==> config.mk <==
export PLATFORM = sky130hd
export DESIGN_NAME = instruction_word_encoder_unit
export DESIGN_NICKNAME = d
export VERILOG_FILES = /design/src/rtl/iwe_pkg.sv /design/src/rtl/iwe_encode.sv /design/src/rtl/iwe_out_stage.sv /design/src/rtl/instruction_word_encoder_unit.sv
export SDC_FILE = /design/constraint.sdc
export NUM_CORES = 1
export LEC_CHECK = 0
export BUFFER_PORTS_ARGS = -buffer_cell sky130_fd_sc_hd__buf_2
export CAP_MARGIN = 25
export CORE_MARGIN = 10
export CORE_UTILIZATION = 50
export DETAILED_ROUTE_END_ITERATION = 8
export PLACE_DENSITY = 0.72
export SLEW_MARGIN = 10
export SYNTH_ARGS = -nofsm -noshare
export SYNTH_HDL_FRONTEND = slang
export SYNTH_SLANG_ARGS = --single-unit
==> constraint.sdc <==
create_clock -name clk -period 7.6 [get_ports clk]
set_clock_uncertainty 0.2 [all_clocks]
set_input_delay 0.38 -clock clk [delete_from_list [all_inputs] [get_ports clk]]
set_output_delay 0.38 -clock clk [all_outputs]
set_load 0.02 [all_outputs]
==> src/rtl/iwe_pkg.sv <==
`default_nettype none

package iwe_pkg;

    typedef logic [4:0] cmd_t;
    typedef logic [2:0] kind_t;
    typedef logic [2:0] group_t;
    typedef logic [1:0] status_t;

    // mnemonics in source order
    localparam cmd_t CMD_ADD  = 5'd0;
    localparam cmd_t CMD_SUB  = 5'd1;
    localparam cmd_t CMD_AND  = 5'd2;
    localparam cmd_t CMD_OR   = 5'd3;
    localparam cmd_t CMD_NOR  = 5'd4;
    localparam cmd_t CMD_MOVE = 5'd5;
    localparam cmd_t CMD_MVHI = 5'd6;
    localparam cmd_t CMD_MVLO = 5'd7;
    localparam cmd_t CMD_ADDI = 5'd8;
    localparam cmd_t CMD_SUBI = 5'd9;
    localparam cmd_t CMD_ANDI = 5'd10;
    localparam cmd_t CMD_ORI  = 5'd11;
    localparam cmd_t CMD_NORI = 5'd12;
    localparam cmd_t CMD_BNE  = 5'd13;
    localparam cmd_t CMD_BEQ  = 5'd14;
    localparam cmd_t CMD_BLT  = 5'd15;
    localparam cmd_t CMD_BGT  = 5'd16;
    localparam cmd_t CMD_LB   = 5'd17;
    localparam cmd_t CMD_SB   = 5'd18;
    localparam cmd_t CMD_LW   = 5'd19;
    localparam cmd_t CMD_SW   = 5'd20;
    localparam cmd_t CMD_LH   = 5'd21;
    localparam cmd_t CMD_SH   = 5'd22;
    localparam cmd_t CMD_JMP  = 5'd23;
    localparam cmd_t CMD_LA   = 5'd24;
    localparam cmd_t CMD_CALL = 5'd25;
    localparam cmd_t CMD_STOP = 5'd26;

    localparam kind_t KIND_ABSENT = 3'd0;
    localparam kind_t KIND_LABEL  = 3'd1;
    localparam kind_t KIND_REG    = 3'd2;
    localparam kind_t KIND_IMM    = 3'd3;
    localparam kind_t KIND_BAD    = 3'd4;

    localparam group_t GRP_R3     = 3'd0;
    localparam group_t GRP_MOVE   = 3'd1;
    localparam group_t GRP_IMM    = 3'd2;
    localparam group_t GRP_BRANCH = 3'd3;
    localparam group_t GRP_JUMP   = 3'd4;
    localparam group_t GRP_STOP   = 3'd5;
    localparam group_t GRP_NONE   = 3'd6;

    localparam status_t STATUS_OK        = 2'd0;
    localparam status_t STATUS_BAD_OPND  = 2'd1;
    localparam status_t STATUS_BAD_COUNT = 2'd2;
    localparam status_t STATUS_BAD_KIND  = 2'd3;

    localparam logic [15:0] COUNT_MAX = 16'hffff;
    localparam logic [5:0]  OP_STOP   = 6'd63;

    typedef struct packed {
        cmd_t               cmd;
        kind_t              first_kind;
        kind_t              second_kind;
        kind_t              third_kind;
        logic [4:0]         first_reg;
        logic [4:0]         second_reg;
        logic signed [15:0] immediate;
        logic [4:0]         third_reg;
    } item_t;

    typedef struct packed {
        logic [31:0] machine_word;
        logic [18:0] word_address;
        status_t     status;
    } result_t;

    function automatic group_t cmd_group(input cmd_t cmd);
        group_t g;
        unique case (cmd) inside
            [CMD_ADD:CMD_NOR]:   g = GRP_R3;
            [CMD_MOVE:CMD_MVLO]: g = GRP_MOVE;
            [CMD_ADDI:CMD_NORI]: g = GRP_IMM;
            [CMD_BNE:CMD_BGT]:   g = GRP_BRANCH;
            [CMD_LB:CMD_SH]:     g = GRP_IMM;
            [CMD_JMP:CMD_CALL]:  g = GRP_JUMP;
            CMD_STOP:            g = GRP_STOP;
            default:             g = GRP_NONE;
        endcase
        return g;
    endfunction

    function automatic logic [5:0] cmd_opcode(input cmd_t cmd);
        logic [5:0] op;
        unique case (cmd) inside
            [CMD_ADD:CMD_NOR]:   op = 6'd0;
            [CMD_MOVE:CMD_MVLO]: op = 6'd1;
            [CMD_ADDI:CMD_SH]:   op = 6'({1'b0, cmd} + 6'd2);
            CMD_JMP:             op = 6'd30;
            CMD_LA:              op = 6'd31;
            CMD_CALL:            op = 6'd32;
            CMD_STOP:            op = OP_STOP;
            default:             op = 6'd0;
        endcase
        return op;
    endfunction

    function automatic logic [4:0] cmd_funct(input cmd_t cmd);
        logic [4:0] f;
        unique case (cmd) inside
            [CMD_ADD:CMD_NOR]:   f = cmd + 5'd1;
            [CMD_MOVE:CMD_MVLO]: f = cmd - 5'd4;
            default:             f = 5'd0;
        endcase
        return f;
    endfunction

endpackage

`default_nettype wire

==> src/rtl/iwe_encode.sv <==
`default_nettype none

module iwe_encode
    import iwe_pkg::*;
(
    input  item_t       item,
    input  logic [15:0] base_address,
    input  logic [15:0] count,
    output result_t     result,
    output logic        ok
);

    group_t      grp;
    logic        p1, p2, p3;
    logic        bad_opnd, count_good, kind_good;
    logic [31:0] word;
    logic [5:0]  op;
    logic [4:0]  funct;

    assign grp   = cmd_group(item.cmd);
    assign op    = cmd_opcode(item.cmd);
    assign funct = cmd_funct(item.cmd);

    assign p1 = (item.first_kind  != KIND_ABSENT);
    assign p2 = (item.second_kind != KIND_ABSENT);
    assign p3 = (item.third_kind  != KIND_ABSENT);

    // kinds 4..7 all count as invalid
    assign bad_opnd = (item.first_kind >= KIND_BAD) || (item.second_kind >= KIND_BAD)
                   || (item.third_kind >= KIND_BAD);

    always_comb
    begin
        unique case (grp)
            GRP_STOP:                       count_good = !p1 && !p2 && !p3;
            GRP_JUMP:                       count_good = p1 && !p2 && !p3;
            GRP_MOVE:                       count_good = p1 && p2 && !p3;
            GRP_R3, GRP_IMM, GRP_BRANCH:    count_good = p1 && p2 && p3;
            default:                        count_good = 1'b0;
        endcase
    end

    always_comb
    begin
        unique case (grp)
            GRP_R3:     kind_good = (item.first_kind == KIND_REG)
                                 && (item.second_kind == KIND_REG)
                                 && (item.third_kind == KIND_REG);
            GRP_IMM:    kind_good = (item.first_kind == KIND_REG)
                                 && (item.second_kind == KIND_IMM)
                                 && (item.third_kind == KIND_REG);
            GRP_MOVE:   kind_good = (item.first_kind == KIND_REG)
                                 && (item.second_kind == KIND_REG);
            GRP_BRANCH: kind_good = (item.first_kind == KIND_REG)
                                 && (item.second_kind == KIND_REG)
                                 && (item.third_kind == KIND_LABEL);
            GRP_JUMP:   kind_good = (item.first_kind == KIND_LABEL)
                                 || (item.first_kind == KIND_REG);
            default:    kind_good = 1'b1;
        endcase
    end

    // field packing per layout, label fields stay zero
    always_comb
    begin
        word = {op, 26'd0};
        unique case (grp)
            GRP_R3:     word = word | {6'd0, item.first_reg, item.second_reg,
                                       item.third_reg, funct, 6'd0};
            GRP_MOVE:   word = word | {6'd0, item.first_reg, 5'd0,
                                       item.second_reg, funct, 6'd0};
            GRP_IMM:    word = word | {6'd0, item.first_reg, item.third_reg,
                                       item.immediate};
            GRP_BRANCH: word = word | {6'd0, item.first_reg, 21'd0};
            GRP_JUMP:
            begin
                if (item.first_kind == KIND_REG)
                    word = word | {6'd0, 1'b1, 20'd0, item.first_reg};
            end
            default:    word = word;
        endcase
    end

    always_comb
    begin
        ok = 1'b0;
        if (bad_opnd)
            result.status = STATUS_BAD_OPND;
        else if (!count_good)
            result.status = STATUS_BAD_COUNT;
        else if (!kind_good)
            result.status = STATUS_BAD_KIND;
        else
        begin
            result.status = STATUS_OK;
            ok = 1'b1;
        end
        result.machine_word = ok ? word : 32'd0;
        result.word_address = {3'd0, base_address} + {1'b0, count, 2'b00};
    end

endmodule

`default_nettype wire

==> src/rtl/iwe_out_stage.sv <==
`default_nettype none

module iwe_out_stage
    import iwe_pkg::*;
(
    input  logic    clk,
    input  logic    rst_n,
    input  logic    load,
    input  result_t load_data,
    input  logic    out_stall,
    output logic    free,
    output logic    out_valid,
    output result_t data
);

    logic    out_valid_reg, out_valid_next;
    result_t data_reg;

    // slot frees when empty or when the current transaction leaves this cycle
    assign free = !out_valid_reg || !out_stall;

    always_comb
    begin
        out_valid_next = out_valid_reg;
        if (free)
            out_valid_next = load;
    end

    always_ff @(posedge clk or negedge rst_n)
    begin
        if (!rst_n)
            out_valid_reg <= 1'b0;
        else
            out_valid_reg <= out_valid_next;
    end

    always_ff @(posedge clk)
    begin
        if (free && load)
            data_reg <= load_data;
    end

    assign out_valid = out_valid_reg;
    assign data      = data_reg;

endmodule

`default_nettype wire

==> src/rtl/instruction_word_encoder_unit.sv <==
`default_nettype none

// Instruction word encoder. Each input transaction carries one tokenised
// instruction (mnemonic, three operand kinds, register numbers, immediate)
// and produces exactly one result transaction: the 32-bit word in R, I or J
// layout, its address base_address + 4 * count, and a status (ok, invalid
// operand, wrong operand count, wrong addressing kinds, checked in that
// order). Label fields are left zero for a later linking pass. Only an ok
// instruction advances the 16-bit instruction count, which saturates at
// 0xffff; the address is reported for every status. Throughput is one
// transaction per clock while out_stall does not hold the result slot;
// each transaction passes the input register, then the result register,
// with the check and packing logic and the count update sitting between
// the two. Both sides use valid/stall: a transaction moves on an edge
// with valid high and stall low. base_address (reset 100) is written
// through cfg_we / cfg_wdata and must only change while no transaction
// is in flight.
module instruction_word_encoder_unit
    import iwe_pkg::*;
(
    input  logic               clk,
    input  logic               rst_n,
    // configuration
    input  logic               cfg_we,
    input  logic [15:0]        cfg_wdata,
    // input channel
    input  logic               in_valid,
    output logic               in_stall,
    input  logic [4:0]         cmd,
    input  logic [2:0]         first_kind,
    input  logic [2:0]         second_kind,
    input  logic [2:0]         third_kind,
    input  logic [4:0]         first_reg,
    input  logic [4:0]         second_reg,
    input  logic signed [15:0] immediate,
    input  logic [4:0]         third_reg,
    // result channel
    output logic               out_valid,
    input  logic               out_stall,
    output logic [31:0]        machine_word,
    output logic [18:0]        word_address,
    output logic [1:0]         status
);

    logic [15:0] base_reg;
    logic [15:0] count_reg, count_next;
    logic        in_valid_reg, in_valid_next;
    item_t       item_reg;
    item_t       in_item;
    result_t     enc_result;
    result_t     out_data;
    logic        enc_ok;
    logic        out_free;
    logic        advance;

    // configuration register
    always_ff @(posedge clk or negedge rst_n)
    begin
        if (!rst_n)
            base_reg <= 16'd100;
        else if (cfg_we)
            base_reg <= cfg_wdata;
    end

    assign in_item = '{cmd:         cmd,
                       first_kind:  first_kind,
                       second_kind: second_kind,
                       third_kind:  third_kind,
                       first_reg:   first_reg,
                       second_reg:  second_reg,
                       immediate:   immediate,
                       third_reg:   third_reg};

    // input register: held only while the result slot is full and stalled
    assign advance  = in_valid_reg && out_free;
    assign in_stall = in_valid_reg && !out_free;

    always_comb
    begin
        in_valid_next = in_valid_reg;
        if (!in_stall)
            in_valid_next = in_valid;
    end

    always_ff @(posedge clk or negedge rst_n)
    begin
        if (!rst_n)
            in_valid_reg <= 1'b0;
        else
            in_valid_reg <= in_valid_next;
    end

    always_ff @(posedge clk)
    begin
        if (!in_stall && in_valid)
            item_reg <= in_item;
    end

    // check and pack between the two registers
    iwe_encode u_encode (
        .item         (item_reg),
        .base_address (base_reg),
        .count        (count_reg),
        .result       (enc_result),
        .ok           (enc_ok)
    );

    // count moves with the transaction into the result slot, saturating
    always_comb
    begin
        count_next = count_reg;
        if (advance && enc_ok && (count_reg != COUNT_MAX))
            count_next = count_reg + 16'd1;
    end

    always_ff @(posedge clk or negedge rst_n)
    begin
        if (!rst_n)
            count_reg <= '0;
        else
            count_reg <= count_next;
    end

    iwe_out_stage u_out (
        .clk       (clk),
        .rst_n     (rst_n),
        .load      (in_valid_reg),
        .load_data (enc_result),
        .out_stall (out_stall),
        .free      (out_free),
        .out_valid (out_valid),
        .data      (out_data)
    );

    assign machine_word = out_data.machine_word;
    assign word_address = out_data.word_address;
    assign status       = out_data.status;

    // rejected words are always zero
    a_reject_zero: assert property (@(posedge clk) disable iff (!rst_n)
        (out_valid && (status != STATUS_OK)) |-> (machine_word == 32'd0))
        else $error("rejected transaction carries a non-zero word");

    // the count only moves when an ok transaction enters the result slot
    a_count_cause: assert property (@(posedge clk) disable iff (!rst_n)
        (count_reg != $past(count_reg)) |-> $past(advance && enc_ok))
        else $error("instruction count changed without an accepted instruction");

    // saturation holds
    a_count_sat: assert property (@(posedge clk) disable iff (!rst_n)
        (count_reg == COUNT_MAX) |=> (count_reg == COUNT_MAX))
        else $error("instruction count wrapped");

    // stall back to the source only when something is waiting in the input register
    a_stall_cause: assert property (@(posedge clk) disable iff (!rst_n)
        in_stall |-> (in_valid_reg && out_valid && out_stall))
        else $error("input stalled with no blocking result");

endmodule

`default_nettype wire

Word-level counts from Yosys, hierarchy flattened
Cells that the tools add are included.
{ "classes": {"n_reduce_logical": 41, "n_bitwise": 5, "n_eq_ne": 16, "n_addsub": 5, "n_lt_le_gt_ge": 15, "mul": 0, "div": 0, "shift": 0, "mux": 12} }
{ "ops": {"columns": ["operator", "n"], "rows": [
  ["$or 32x26->32", 5],
  ["$pmux 32 s5", 1],
  ["$pmux 6 s6", 1],
  ["$mux 32", 1],
  ["$logic_and 1x1->1", 24],
  ["$eq 5x5->1 const B", 4],
  ["$add 16x18->19", 1],
  ["$eq 3x2->1 const B", 6],
  ["$pmux 3 s6", 1],
  ["$add 16x1->16 const B", 1],
  ["$ne 16x16->1 const B", 1],
  ["$le 5x5->1 const B", 3],
  ["$ge 5x4->1 const B", 2],
  ["$ge 5x5->1 const B", 2],
  ["$le 5x3->1 const B", 2],
  ["$pmux 5 s2", 1],
  ["$eq 3x1->1 const B", 3],
  ["$ge 3x3->1 const B", 3],
  ["$reduce_bool 3->1", 3],
  ["$logic_not 1->1", 7],
  ["$add 5x2->6 const B", 1],
  ["$eq 3x3->1 const B", 2],
  ["$add 5x1->5 const B", 1],
  ["$ge 5x1->1 const B", 1],
  ["11 further kinds", 17]
]} }
{ "word_totals": {"latch_bits": 0, "regBits": 132, "ram_bits": 0, "mem_bits_ro": 0, "n_memories": 0} }

Logic depth before layout (Yosys ltp)
Gate-level depths: netlist of run 1.
{ "depth": {"depth_word": 11, "depth_mapped": 14} }

Modules after synthesis
A second synthesis of run 1 with hierarchy kept.
{ "hier_totals": {"cells_unflattened": 517, "hier_area_um2": 6600.1} }
{ "modules_own_cells": {"columns": ["mod", "area_each_um2", "seq_area_each_um2", "instances", "cells_each"], "rows": [
  ["instruction_word_encoder_unit", 2803.9, 2180.8, 1, 160],
  ["iwe_encode", 2157.1, 0.0, 1, 300],
  ["iwe_out_stage", 1639.1, 1616.6, 1, 57]
]} }

Least setup slack after synthesis of run 1
OpenSTA, ideal clock, no wires.
{ "synth_path": {"path_type": "reg2reg", "from": "register u_out.out_valid_reg, in the netlist u_out.out_valid", "to": "register count_reg[11]", "arrival_time_ns": 3.282, "setup_time_ns": 0.079, "path_buffers": 2, "path_stages_with_launch": 9, "slack_ns": 4.039, "cell_sequence": "dfrtp_1 nand2_1 and2_1 clkbuf_1 and3_1 clkbuf_1 nand4_1 nor4b_2 xor2_1"} }
{ "synth_via": {"elab_chain_cells": 5} }
{ "synth_lines": {"columns": ["element", "line_no", "rtl"], "rows": [
  ["start, declared", "iwe_out_stage.sv:16", "logic out_valid_reg, out_valid_next;"],
  ["start signal, assigned", "iwe_out_stage.sv:34", "out_valid_reg <= out_valid_next;"],
  ["$logic_not 1->1", "iwe_out_stage.sv:20", "assign free = !out_valid_reg || !out_stall;"],
  ["$logic_or 1x1->1", "iwe_out_stage.sv:20", null],
  ["$logic_and 1x1->1", "instruction_word_encoder_unit.sv:75", "assign advance = in_valid_reg && out_free;"],
  ["via advance", "instruction_word_encoder_unit.sv:54", "logic advance;"],
  ["$logic_and 1x1->1 (2 in series)", "instruction_word_encoder_unit.sv:112", "if (advance && enc_ok && (count_reg != COUNT_MAX))"],
  ["end signal, assigned", "instruction_word_encoder_unit.sv:121", "count_reg <= count_next;"],
  ["end, declared", "instruction_word_encoder_unit.sv:46", "logic [15:0] count_reg, count_next;"]
]} }
The timed path passes the listed nets, and every way through them passes these cells.
A chain may end at the register's enable or synchronous reset.

Worst setup path in the final report of run 1
{ "layout_path": {"from": "register item_reg[43] (netlist bit)", "to": "register u_out.data_reg, in the netlist u_out.data[22], data pin"} }
{ "layout_via": {"elab_chain_cells": 9} }
{ "layout_lines": {"columns": ["element", "line_no", "rtl"], "rows": [
  ["start, declared", "instruction_word_encoder_unit.sv:48", "item_t item_reg;"],
  ["start signal, assigned", "instruction_word_encoder_unit.sv:96", "item_reg <= in_item;"],
  ["$ge 5x5->1 (implied by the code) (tied with other cells)", "iwe_encode.sv:20", "assign grp = cmd_group(item.cmd);"],
  ["$logic_and 1x1->1 (implied by the code)", "iwe_encode.sv:20", null],
  ["$reduce_or 2->1 (no source line)", null, null],
  ["$pmux 3 s6 *", "iwe_pkg.sv:80", "unique case (cmd) inside"],
  ["$eq 3x2->1 (tied with other cells)", "iwe_encode.sv:34, iwe_encode.sv:45, iwe_encode.sv:67", null],
  ["$reduce_or 3->1 / $pmux 1 s5 (equally long branches)", "iwe_encode.sv:34, iwe_encode.sv:45", null],
  ["$pmux 1 s4 / $mux 1 (equally long branches)", "iwe_encode.sv:34, iwe_encode.sv:91", null],
  ["$mux 1", "iwe_encode.sv:89", "else if (!count_good)"],
  ["$mux 1", "iwe_encode.sv:87", "if (bad_opnd)"],
  ["end signal, assigned", "iwe_out_stage.sv:40", "data_reg <= load_data;"],
  ["end, declared", "iwe_out_stage.sv:17", "result_t data_reg;"]
]} }
Every way passes the cells marked *; elsewhere a longest branch is shown, timed or not.

==> results.sh, run 1 <==
export IMPL_period_minus_slack_ns=4.295
export IMPL_r2r_end="u_out.data[22]"
export IMPL_r2r_cells=10
export IMPL_async_reset_ff_share_pct=25.76
export IMPL_routedLengthMet1_mm=6.061
export IMPL_seq_power_share_pct=44.2
export IMPL_worst_slew_pin_slew_ns=0.8790
export IMPL_ctsHtreeMaxLevel=4
export IMPL_port_buffers=120
export IMPL_areaGrowthSynthToFinish_pct=30.25
export IMPL_layout_drive_gt1_share_pct=31.03
export IMPL_p_leak_nw=3.423
export IMPL_cts_reportedPaths_clkPinSlew_ns=0.06
export IMPL_finalCritPeriodShare_pct=56.52
export IMPL_cp_arrival_ns=4.38
export IMPL_place_gp_congestion=0.8929
export IMPL_drt_first_pass_iters=5
export IMPL_start_kind="register"
export IMPL_coreArea_sq_um=12620
export IMPL_rsz0062_at_grt="false"
export IMPL_clk_latency_ns=0.42
export IMPL_rows=41
export IMPL_synth_edf_count=98
export IMPL_io_pins=121
export IMPL_hpwl_mm=10.64
export IMPL_die_w_microns=133.7
export IMPL_netSwitchingPower_mw=0.5465
export IMPL_relSlewSlack_pct=41.40
export IMPL_synth_area_per_cell_sq_um=13.09
export IMPL_hp_start="out_stall"
export IMPL_numClockSinks=132
export IMPL_cts_made_buffers=17
export IMPL_p_int_mw=1.468
export IMPL_max_freq_mhz=232.8
export IMPL_synth_top_flop_cell="edfxtp_1"
export IMPL_die_y_microns=133.7
export IMPL_dr_total_vias=4654
export IMPL_ys_seq_area_share_pct=58.74
export IMPL_via_per_inst=5.349
export IMPL_setup_tns_ns=0
export IMPL_p_clk_share_pct=39.8
export IMPL_cts_tree="built"
export IMPL_cap_violations=0
export IMPL_critPathKind="register to register"
export IMPL_critPathBufInv=1
export IMPL_switching_share_pct=27.13
export IMPL_synth_nets=589
export IMPL_highest_layer="met4"
export IMPL_critPathMaxStageDelay_ns=0.77
export IMPL_fin_nets=779
export IMPL_yosysMostFrequentCell="edfxtp_1"
export IMPL_wl_met2_mm=8.313
export IMPL_postCtsSetupBuffers=0
export IMPL_grt_antenna_before_repair=2
export IMPL_worstPathCellList="inv_1 -> ha_1 -> nand2_1 -> a221oi_2 -> nor2_1 -> xnor2_1 -> or4_4 -> and2_1 -> or3_4 -> nor2_4"
export IMPL_placed_cells=773
export IMPL_drv_slew=0
export IMPL_crit_fanout=20
export IMPL_netlist_instances=494
export IMPL_ys_types=66
export IMPL_comb_power_share_pct=16.0
export IMPL_drt_iter0_drc=313
export IMPL_setup_viol=0
export IMPL_largest_register_ffs=53
export IMPL_ir_worst_vdd_mv=0.1774
export IMPL_wl_per_cell_microns=18.24
export IMPL_yosys_area_top_type="edfxtp_1"
export IMPL_gr_total_overflow=0
export IMPL_ctsRootBufferMaster="clkbuf_16"
export IMPL_die_area_sq_um=17880
export IMPL_drc_errors=0
export IMPL_synthTopCellsByArea="edfxtp_1 (46%), dfrtp_1 (12%), ha_1 (5.4%)"
export IMPL_grt_pass1_vias=4993
export IMPL_power_mw=2.015
export IMPL_crit_path_end_kind="register"
export IMPL_min_path_cells=3
export IMPL_clockBufferDepth=2
export IMPL_ant_nets=0
export IMPL_layout_cells_non_filler=870
export IMPL_power_density_nw_per_um2=239.3
export IMPL_crit_path_top_delay_cell="a221oi_2"
export IMPL_synth_top_cell_area_share_pct=45.52
export IMPL_hold_viol=0
export IMPL_grt_max_degree=46
export IMPL_hp_class="input port to register"
export IMPL_grt_pass1_wl_mm=25.90
export IMPL_r2r_start="item_reg[43]"
export IMPL_fillers=913
export IMPL_cpLargestDelayFamily="simple AND/OR/NAND/NOR gates"
export IMPL_wl_mm=15.87
export IMPL_syn_area_sq_um=6465
export IMPL_ys_warn_count=0
export IMPL_rrSetupSlack_ns=3.30
export IMPL_netlist_top_cells_count="edfxtp_1 (98), nand2_1 (33), dfrtp_1 (31)"
export IMPL_outcome="completed"
export IMPL_cp_required_ns=7.68
export IMPL_initial_core_util_pct=51.23
export IMPL_wl_met3_mm=1.040
export IMPL_synth_ff_latch_count=132
export IMPL_grt_use_total_pct=18.26
export IMPL_min_to="u_out.out_valid"
## placed cells by master, fill, tap and decap left out, types with 20 or more instances in the layout
cell type / netlist / layout
a21oi_1: 20 / 20
buf_2: 4 / 121
dfrtp_1: 31 / 31
dlygate4sd3_1: 0 / 62
edfxtp_1: 98 / 98
ha_1: 28 / 28
nand2_1: 33 / 33
nor2_1: 22 / 22
nor2_4: 20 / 20
nor3_1: 23 / 22
## stage by stage
stage | utilization [%] | cell area (sq um) | hold slack, ns | setup slack (ns)
2_1_floorplan | - | 6465 | -0.1156 | 4.039
3_3_place_gp | 56.92 | 7183 | 0.2252 | 3.442
3_5_place_dp | 56.96 | 7188 | 0.2405 | 3.272
4_1_cts | 66.47 | 8388 | 0.01224 | 3.251
5_1_grt | 66.73 | 8421 | 0.03396 | 3.109
6_report | 66.73 | 8421 | 0.02388 | 3.305
## cells by family (layout without fill, tap and decap cells)
kind of cell               count (synthesis)  count (layout)  share of synthesized area (%)
buffers and inverters                     34             236                          2.903
AOI/OAI and AO/OA                         84              84                          9.909
other                                      0               2                              0
DFF                                      132             132                          58.74
adders and majority gates                 29              29                          5.729
xor gates and xnor gates                  31              31                          4.200
and+or+nand+nor                          165             165                          15.23
muxes                                     19              19                          3.290
## worst max path at each step
| stage | cells after the start | end | slack (ns) | from |
|---|---|---|---|---|
| after floorplan | 8 | count_reg[11] | 4.04 | u_out.out_valid |
| after global placement | 10 | u_out.data[36] | 3.44 | item_reg[43] |
| after detailed placement | 10 | u_out.data[35] | 3.27 | item_reg[43] |
| after CTS | 10 | u_out.data[41] | 3.25 | item_reg[43] |
| after global routing | 10 | u_out.data[22] | 3.11 | item_reg[43] |
| final | 10 | u_out.data[22] | 3.30 | item_reg[43] |
## timing repair
action | 4_1_cts | 5_1_grt
hold buffers | 62 | 0
endpoints found under the hold margin | 92 | 0
gates resized for setup | 0 | 0
## worst register-to-register path, delay by kind of cell (launching register included)
family / cells / cell delay, ns
adder cells (fa/ha/maj): 1 / 0.22
AO/OA/AOI/OAI: 1 / 0.77
buffers and inverters: 1 / 0.22
XOR/XNOR: 1 / 0.19
AND/OR/NAND/NOR: 6 / 1.99
flip-flops: 1 / 0.58
## routing by layer
| layer | track usage, % | vias up |
|---|---|---|
| met5 | 0 | - |
| met4 | 9.190 | 0 |
| met3 | 5.564 | 34 |
| met2 | 32.02 | 183 |
| met1 | 19.46 | 2195 |
| li1 | - | 2242 |
## layout make-up
| class | instances | area, sq um | share of cell area [%] |
|---|---|---|---|
| Timing Repair Buffer | 187 | 1269 | 15.07 |
| Clock inverter | 14 | 153.9 | 1.828 |
| Clock buffer | 17 | 425.4 | 5.052 |
| Sequential cell | 132 | 3797 | 45.10 |
| Inverter | 18 | 67.56 | 0.8024 |
| Tap cell | 172 | 215.2 | 2.556 |
| Multi-Input combinational cell | 328 | 2487 | 29.54 |
| Antenna cell | 2 | 5.005 | 0.05944 |
## power groups by stage
| stage | combinational, mW | clock [mW] | sequential, mW |
|---|---|---|---|
| final | 0.322 | 0.801 | 0.891 |
| after global routing | 0.356 | 0.846 | 0.899 |
| after CTS | 0.320 | 0.807 | 0.892 |
| after detailed placement | 0.295 | 0 | 0.904 |
| after global placement | 0.288 | 0 | 0.903 |
| after floorplan | 0.177 | 0 | 0.932 |
Power figures use the tool's default switching activity.
==> run 2: changes to the inputs <==
Settings changed: ABC_AREA set to 1, PLACE_DENSITY 0.72 to 0.75.
Clock period 7.6 ns to 3.5 ns, I/O delays scaled along.
==> results.sh, run 2 <==
export IMPL_outcome="completed"
export IMPL_fillers=931
export IMPL_areaGrowthSynthToFinish_pct=30.33
export IMPL_coreArea_sq_um=13190
export IMPL_drt_first_pass_iters=5
export IMPL_fin_ws_ns=0.2528
export IMPL_cts_reportedPaths_clkPinSlew_ns=0.06
export IMPL_hpwl_mm=11.28
export IMPL_wl_per_cell_microns=17.36
export IMPL_via_per_inst=5.249
export IMPL_p_leak_nw=3.820
export IMPL_switching_share_pct=30.10
export IMPL_setup_tns_ns=0
export IMPL_worstPathCellList="inv_1 -> ha_1 -> nand3_1 -> nand3b_1 -> nand2_1 -> nand2_2 -> nand2_2 -> nor2_8 -> nor2_4 -> nor2_4 -> nand2_4 -> nand2_4 -> inv_2 -> nand2_4 -> nor2_1"
export IMPL_io_pins=121
export IMPL_ir_worst_vdd_mv=0.3512
export IMPL_comb_power_share_pct=19.7
export IMPL_clockBufferDepth=2
export IMPL_synthTopCellsByArea="edfxtp_1 (44%), dfrtp_1 (12%), nand2_1 (7.8%)"
export IMPL_rsz0062_at_grt="false"
export IMPL_min_to="base_reg[3]"
export IMPL_drt_iter0_drc=301
export IMPL_setup_viol=0
export IMPL_antenna_cells=0
export IMPL_place_gp_congestion=0.9119
export IMPL_critPathBufInv=2
export IMPL_p_clk_share_pct=38.0
export IMPL_synth_top_flop_cell="edfxtp_1"
export IMPL_netSwitchingPower_mw=1.426
export IMPL_crit_fanout=20
export IMPL_drv_slew=0
export IMPL_layout_common_cells="nand2_1 (140), buf_2 (120), edfxtp_1 (98), dlygate4sd3_1 (65), inv_1 (45)"
export IMPL_ctsResizeCount=0
export IMPL_die_w_microns=135.7
export IMPL_largest_register_ffs=53
export IMPL_clk_latency_ns=0.43
export IMPL_grt_pass1_wl_mm=28.19
export IMPL_max_freq_mhz=308.0
export IMPL_cts_made_buffers=17
export IMPL_cp_required_ns=3.47
export IMPL_port_buffers=120
export IMPL_syn_area_sq_um=6695
export IMPL_ctsRootBufferMaster="clkbuf_16"
export IMPL_synth_area_per_cell_sq_um=10.85
export IMPL_p_int_mw=3.312
export IMPL_initial_core_util_pct=50.76
export IMPL_hp_class="input port to register"
export IMPL_critPathKind="register to register"
export IMPL_gr_total_overflow=0
export IMPL_rows=42
export IMPL_cp_arrival_ns=3.22
export IMPL_ctsHtreeMaxLevel=4
export IMPL_fin_nets=910
export IMPL_grt_max_degree=41
export IMPL_synth_nets=712
export IMPL_cap_violations=0
export IMPL_rrSetupSlack_ns=0.25
export IMPL_r2r_end="u_out.data[31]"
export IMPL_final_common_cell="nand2_1"
export IMPL_synth_ff_latch_count=132
export IMPL_period_minus_slack_ns=3.247
export IMPL_dr_total_vias=5270
export IMPL_yosysMostFrequentCell="nand2_1"
export IMPL_critPathMaxStageDelay_ns=0.53
export IMPL_synth_edf_count=98
export IMPL_grt_antenna_before_repair=0
export IMPL_crit_path_end_kind="register"
export IMPL_worst_slew_pin_slew_ns=0.7760
export IMPL_ant_nets=0
export IMPL_hp_start="cfg_we"
export IMPL_die_area_sq_um=18420
export IMPL_finalCritPeriodShare_pct=92.78
export IMPL_min_path_cells=3
export IMPL_relSlewSlack_pct=48.27
export IMPL_r2r_cells=15
export IMPL_drc_errors=0
export IMPL_grt_pass1_vias=5499
export IMPL_placed_cells=905
export IMPL_ys_seq_area_share_pct=56.72
export IMPL_hold_slack_ns=0.01879
export IMPL_ys_warn_count=0
export IMPL_ys_types=49
export IMPL_start_kind="register"
export IMPL_r2r_start="item_reg[42]"
export IMPL_netlist_top_cells_count="nand2_1 (140), edfxtp_1 (98), inv_1 (46)"
export IMPL_synth_top_cell_area_share_pct=43.95
export IMPL_power_density_nw_per_um2=543.1
export IMPL_layout_drive_gt1_share_pct=28.14
export IMPL_power_mw=4.739
export IMPL_dp_slack_ns=0.2529
export IMPL_crit_top_cell="nand2_4"
export IMPL_wl_mm=17.43
export IMPL_numClockSinks=132
export IMPL_async_reset_ff_share_pct=25.76
export IMPL_layout_cells_non_filler=1004
export IMPL_crit_path_top_delay_cell="edfxtp_1"
export IMPL_yosys_area_top_type="edfxtp_1"
export IMPL_die_y_microns=135.7
export IMPL_seq_power_share_pct=42.2
export IMPL_cpLargestDelayFamily="simple AND/OR/NAND/NOR gates"
export IMPL_hold_viol=0
export IMPL_cts_tree="built"
export IMPL_netlist_instances=617
export IMPL_grt_use_total_pct=19.52
-- run 2: changes by cell type after synthesis, sizes merged, moves of 5 or more --
| cell | previous run | this run |
|---|---|---|
| nand2 | 34 | 164 |
| nand3 | 14 | 49 |
| inv | 18 | 49 |
| a21oi | 22 | 39 |
| nor3 | 23 | 10 |
| xnor2 | 17 | 5 |
| a22oi | 14 | 4 |
| and2 | 10 | 0 |
| xor2 | 14 | 22 |
| and3 | 9 | 2 |
| nand2b | 6 | 0 |
| a222oi | 5 | 0 |
-- run 2: cell type report --
class | instances | area [sq um] | area share (%)
Multi-Input combinational cell | 421 | 2618 | 30.00
Sequential cell | 132 | 3797 | 43.52
Tap cell | 176 | 220.2 | 2.524
Clock inverter | 14 | 166.4 | 1.907
Timing Repair Buffer | 192 | 1304 | 14.94
Inverter | 51 | 191.4 | 2.194
Clock buffer | 18 | 429.2 | 4.918
-- run 2: how the worst max path moves through the flow --
| stage | start | to | slack [ns] | cells after the start |
|---|---|---|---|---|
| floorplan | u_out.out_valid | count_reg[9] | 0.49 | 6 |
| global placement | item_reg[43] | u_out.data[36] | 0.47 | 16 |
| detailed placement | item_reg[43] | u_out.data[32] | 0.25 | 16 |
| CTS | item_reg[43] | u_out.data[29] | 0.23 | 16 |
| global route | item_reg[42] | u_out.data[31] | 0.03 | 16 |
| finish | item_reg[42] | u_out.data[31] | 0.25 | 15 |
-- run 2: power by group through the flow --
| stage | combinational, mW | sequential (mW) | clock, mW |
|---|---|---|---|
| final | 0.935 | 2.00 | 1.80 |
| after global routing | 1.03 | 2.02 | 1.89 |
| after CTS | 0.919 | 2.00 | 1.81 |
| after detailed placement | 0.854 | 2.03 | 0 |
| after global placement | 0.822 | 2.02 | 0 |
| after floorplan | 0.510 | 2.11 | 0 |
-- run 2: kinds of logic (layout without fill, tap and decap cells) --
| logic type | count (synthesis) | count (layout) | synth area share, % |
|---|---|---|---|
| and+or+nand+nor | 283 | 283 | 20.93 |
| DFF | 132 | 132 | 56.72 |
| AOI/OAI and AO/OA | 67 | 67 | 6.410 |
| buffers and inverters | 64 | 275 | 4.354 |
| adders and majority gates | 29 | 29 | 5.532 |
| xor gates and xnor gates | 27 | 27 | 3.532 |
| muxes | 15 | 15 | 2.523 |
-- run 2: tightest hold or removal path: stages --
cell	delay, ns
buf_2	0.23
nand2_1	0.11
o21ai_0	0.08
-- run 2: routing by layer --
layer  track usage, %  wire (microns)  vias to the layer above
met1            22.05            6729                     2493
met3            6.714            1446                       37
li1                 -               -                     2508
met2            32.78            8777                      232
met5                0               0                        -
met4            8.493             476                        0
-- run 2: timing repair --
action	CTS	global route
hold endpoints to repair	94	0
endpoints found under the setup margin	0	2
buffers inserted	0	2
hold buffers	65	0
-- run 2: metrics by stage --
stage	utilization (%)	cell area, sq um
floorplan	-	6699
detailed placement	56.59	7465
global placement	56.59	7465
global route	66.15	8726
finish	66.15	8726
CTS	66.04	8711
